===== src/sv/mbps_pkg.sv =====
// Shared constants, types and register codes for the masked byte pattern search.
package mbps_pkg;

    localparam int PATTERN_MAX_DEF = 32;
    localparam int REG_BYTES       = 32;
    localparam int REG_WORDS       = 4;
    localparam int WORD_W          = 64;
    localparam int ADDR_W          = 64;
    localparam int LEN_W           = 6;
    localparam int IDX_W           = 5;
    localparam int CFG_IDX_W       = 3;
    localparam logic [LEN_W-1:0] LEN_RESET = LEN_W'(1);

    typedef enum logic [CFG_IDX_W-1:0] {
        REG_PATTERN_0 = 3'd0,
        REG_PATTERN_1 = 3'd1,
        REG_PATTERN_2 = 3'd2,
        REG_PATTERN_3 = 3'd3,
        REG_CARE_MASK = 3'd4,
        REG_PAT_LEN   = 3'd5,
        REG_BASE_ADDR = 3'd6
    } cfg_reg_e;

    // Compare settings that every cell of the window sees.
    typedef struct packed {
        logic [REG_BYTES*8-1:0] pattern;
        logic [REG_BYTES-1:0]   care;
        logic [LEN_W-1:0]       len;
    } cmp_cfg_t;

endpackage


===== src/sv/mbps_cell.sv =====
// One window cell: holds one byte, passes it on, and checks it against its pattern byte.
module mbps_cell
    import mbps_pkg::*;
#(
    parameter int K = 0
) (
    input  logic       clk,
    input  logic       rst_n,
    input  logic       shift_en,
    input  logic       advance,
    input  logic [7:0] byte_in,
    input  cmp_cfg_t   cmp_cfg,
    output logic [7:0] byte_out,
    output logic       ok
);

    localparam logic [LEN_W:0]   K_WIDE = (LEN_W+1)'(K);
    localparam logic [LEN_W-1:0] K_NEXT = LEN_W'(K + 1);

    logic [7:0]       byte_reg;
    logic             ok_reg;
    logic             ok_next;
    logic             in_use;
    logic [LEN_W-1:0] pos;
    logic [IDX_W-1:0] sel;
    logic [7:0]       pat_byte;

    // Cell K sits K bytes back from the newest, so it meets pattern byte len-1-K.
    always_comb
    begin
        in_use   = K_WIDE < {1'b0, cmp_cfg.len};
        pos      = cmp_cfg.len - K_NEXT;
        sel      = pos[IDX_W-1:0];
        pat_byte = cmp_cfg.pattern[sel*8 +: 8];
        ok_next  = !in_use || !cmp_cfg.care[sel] || (pat_byte == byte_reg);
    end

    always_ff @(posedge clk or negedge rst_n)
    begin
        if (!rst_n)
        begin
            byte_reg <= '0;
            ok_reg   <= 1'b1;
        end
        else
        begin
            if (shift_en)
            begin
                byte_reg <= byte_in;
            end
            if (advance)
            begin
                ok_reg <= ok_next;
            end
        end
    end

    assign byte_out = byte_reg;
    assign ok       = ok_reg;

endmodule


===== config.mk =====
export PLATFORM = sky130hd
export DESIGN_NAME = mbps_cell
export DESIGN_NICKNAME = d
export VERILOG_FILES = /design/src/sv/mbps_pkg.sv /design/src/sv/mbps_cell.sv
export SDC_FILE = /design/constraint.sdc
export NUM_CORES = 1
export LEC_CHECK = 0
export BUFFER_PORTS_ARGS = -buffer_cell sky130_fd_sc_hd__buf_2
export CORE_AREA = 2 2 121 123
export DETAILED_ROUTE_END_ITERATION = 8
export DIE_AREA = 0 0 123 125
export PLACE_DENSITY_LB_ADDON = 0.25
export RECOVER_POWER = 100
export SKIP_CTS_REPAIR_TIMING = 1
export SYNTH_ARGS = -nofsm -noshare
export SYNTH_HDL_FRONTEND = slang
export SYNTH_SLANG_ARGS = --single-unit

===== constraint.sdc =====
create_clock -name clk -period 1.4 [get_ports clk]
set_input_delay 0.07 -clock clk [delete_from_list [all_inputs] [get_ports clk]]
set_output_delay 0.07 -clock clk [all_outputs]
set_load 0.1 [all_outputs]

# After elaboration in Yosys (flattened, before gate mapping)
# Cells that the tools add are included.
# totals
register_bits	9
input_bits	306
output_inout_bits	9
wordCells	13
# classes
n_addsub	1
order_cmp	2
n_eq_ne	1
shift	1
n_mux	2
reduce_logical	4
# op_table
op	count
$shiftx A256 B9 Y8	1
$eq A8 B8 Y1	1
$lt A1 B6 Y1 const A	1
$lt A5 B6 Y1 const B	1
$bmux W1 S5	1
$sub A5 B1 Y5 const B	1
$logic_not A1 Y1	2
$logic_or A1 B1 Y1	2
$mux W1	1

# Logic depth before layout (Yosys ltp)
# depth
depth_word	6
mapped_depth	16
depth_no_buf	10

# Worst setup path before layout
# OpenSTA, ideal clock, no wires.
# synth_path
path_type	input to register
start	in cmp_cfg[0] in the netlist's numbering
end	reg ok_reg (netlist: ok)
setup_ps	97
t_arrival_ps	3517
required_time_ps	1303
slack_ps	-2214
stages	15
n_path_buf	6
path_cell_list	buf_2 -> buf_2 -> inv_1 -> clkbuf_1 -> ha_1 -> clkbuf_1 -> buf_1 -> clkbuf_1 -> mux4_2 -> o211ai_1 -> o21ai_1 -> o32ai_1 -> xor2_1 -> o2111ai_1 -> o41ai_2
# synth_between
elab_chain_cells	6
# synth_lines
element	line	source
start: declaration	mbps_cell.sv:12	input cmp_cfg_t cmp_cfg,
branches (longest 5 deep; another with $sub A5 B1 Y5)	--	
$logic_or A1 B1 Y1 *	mbps_cell.sv:35	ok_next = !in_use || !cmp_cfg.care[sel] || (pat_byte == byte_reg);
end signal: assignment	mbps_cell.sv:53	ok_reg <= ok_next;
end: declaration	mbps_cell.sv:21	logic ok_reg;
# Mark *: on every way between the ends. The select of a mux whose other input is x is not followed.
# A chain may end at the register's enable or synchronous reset.

# Worst setup path after layout
# Same ends and word-level chain as after synthesis.

==> impl_metrics.yaml <==
status:
  status: "complete, but fails checks"
  violations: "setup timing"
setup_path:
  crit_path_end_kind: "flop"
  crit_arrival_ns: 2.64
  path_max_fanout: 6
  slowest_stage: "mux4_2"
  required_ns: 1.53
  slowest_delay_ns: 0.49
  startpoint_type: "input port"
  worstSetupPathType: "in2reg"
  path_cells: "buf_8 -> inv_6 -> ha_4 -> xor2_4 -> buf_12 -> buf_8 -> buf_6 -> mux4_2 -> mux4_2 -> mux2i_2 -> xor2_1 -> nand2_1 -> o41ai_2"
detailed_routing:
  drtPass1Iterations: 4
  drt_wl_total_mm: 13.4
  ant_nets: 0
  drc: 0
  via_count: 3479
  wl_per_cell_um: 18.1
  avgViaCountPerCell: 4.73
  first_iter_violations: 88
final_layout:
  largest_reg_flops: 8
  final_common_cell: "buf_2"
  fillCellCount: 1463
  fin_nets: 859
  final_cells: 736
  drive_gt1_frac: 0.831
  synthToLayoutAreaGrowth_pct: 78.6
  mostFrequentLayoutCells: "buf_2, mux4_2, buf_4"
placement:
  place.port_buffers: 314
  place_congestion: 0.873
  place_hpwl_mm: 12.1
  dp.cells: 724
global_routing:
  track_usage: 0.168
  grt_pass1_wl_mm: 20.0
  antenna_found_initial: 1
  use_met1: 0.217
  grt_pass1_vias: 3845
  grt_busiest_layer: "met2"
  use_met2: 0.305
  overflow: 0
  met3_usage: 0.0214
  grt_max_degree: 23
yosys:
  synth_area_leader_cell: "mux4_2"
  yosysUniqueCellTypes: 38
  yosysWarnings: 0
  yosysTopAreaCellShare: 0.519
  synth_seq_area_share: 0.0780
  syn_nets: 517
  synth.cell_area_um2: 2910
  synthCells: 209
  synth_seq_cells: 9
  postSynthAreaPerCell_um2: 13.9
  synth_area_leaders: "mux4_2, mux4_1, dfrtp_1"
hold_path:
  hp-class: "in2reg"
die:
  start_util: 0.205
  die_y_um: 125
  ios: 315
  die-area_um2: 15400
  rows: 44
  fp.dieW_um: 123
  coreArea_um2: 14200
clock_tree:
  root_buffer: "clkbuf_16"
  clk_pin_slew_ns: 0.04
  numCtsBuffers: 3
  cts_htree_levels: 1
  cts_tree: "built"
  cts.sinks: 9
  clk-insertion-delay-late_ns: 0.24
  clk_path_buf_depth: 2
sta:
  rsz0062_at_grt: "true"
  fin_crit_ns: 2.51
  final-setup-viol-count: 1
  finalHoldViolCount: 0
  whs_ns: 0.0675
  skew_ns: 0.000762
  slew_violations: 0
  fmaxAchievable_mhz: 398
  tightest_slew_ns: 0.556
  relSlewSlack: 0.631
  finalWorstSetupSlack_ns: -1.11
  period_share: 1.79
power_and_ir_drop:
  total_power_mw: 3.02
  powerDensity_nw_per_um2: 583
  peakVddDrop_mv: 0.270
  leakage_nw: 2.45
job:
  drv_cap: 0
## metal layers
layer  part of all wire  up-vias
met5                  0        -
met2               0.52      155
met1               0.41     1698
met3              0.072        8
met4             0.0062        0
li1                   -     1618
## logic make-up after synthesis
family | Yosys count | share of synthesized area
flip-flops | 9 | 0.0780
buffers and inverters | 26 | 0.0465
XOR/XNOR | 12 | 0.0452
multiplexers | 102 | 0.699
AO/OA/AOI/OAI | 36 | 0.0836
adder cells (fa/ha/maj) | 2 | 0.00861
AND/OR/NAND/NOR | 22 | 0.0388
## path summary, 6_finish.rpt
path                             start           to  slack (ns)  depth (start not counted)
min in group asynchronous        rst_n  byte_out[5]        0.31                          2
setup reg to reg           byte_out[1]           ok        0.14                          4
max in group asynchronous        rst_n           ok        0.73                          2
hold reg to reg            byte_out[7]  byte_out[7]        0.58                          1
setup / recovery            cmp_cfg[0]           ok       -1.11                         13
hold / removal              byte_in[7]  byte_out[7]        0.07                          2
## per-stage QoR
step | setup slack [ns] | util | setup TNS [ns] | instance area (um2)
after global routing | -1.22 | 0.365 | -1.22 | 5180
final | -1.11 | 0.365 | -1.11 | 5190
after floorplan | -1.51 | - | -1.51 | 2980
after global placement | -1.28 | 0.353 | -1.28 | 5010
after detailed placement | -1.36 | 0.353 | -1.36 | 5010
after CTS | -1.10 | 0.358 | -1.10 | 5090
## cells in the mapped netlist (all sizes together)
| cell type | number |
|---|---|
| buf | 13 |
| dfstp | 1 |
| o2111ai | 1 |
| xnor2 | 7 |
| clkbuf | 11 |
| nor2 | 6 |
| a311oi | 1 |
| nor3b | 1 |
| mux4 | 77 |
| o211ai | 3 |
| o21a | 1 |
| nor3 | 3 |
| ha | 2 |
| xor2 | 5 |
| inv | 2 |
| dfrtp | 8 |
| a31oi | 2 |
| and2 | 2 |
| o221ai | 1 |
| nor4 | 1 |
| a211oi | 8 |
| a21oi | 3 |
| o41ai | 1 |
| mux2i | 17 |
| nor2b | 4 |
| nand2 | 5 |
| o32ai | 1 |
| mux2 | 8 |
| o21ai | 13 |
| a2111oi | 1 |
## area by class of cell
| type | count | area [um2] | share of cell area |
|---|---|---|---|
| multi-input cells | 174 | 2590 | 0.498 |
| repair buffers | 361 | 2050 | 0.395 |
| well taps | 184 | 230 | 0.0444 |
| flip-flops and latches | 9 | 226 | 0.0436 |
| clock buffers | 4 | 78.8 | 0.0152 |
| inverters | 2 | 15.0 | 0.00289 |
| diodes | 2 | 5.00 | 0.000964 |
## power by group
group | switching, mW | total (mW) | internal (mW)
clock | 0.126 | 0.507 | 0.381
sequential | 0.0364 | 0.331 | 0.295
combinational | 0.969 | 2.19 | 1.22
## critical path, delay by kind of cell
kind            cells  cell delay (ns)
mux                 3             1.15
compound gates      1             0.33
xor+xnor            2             0.33
fa+ha+maj           1             0.15
buf+inv             5             0.52
simple gates        1             0.10
No activity file was read; power rests on OpenSTA's default activity.
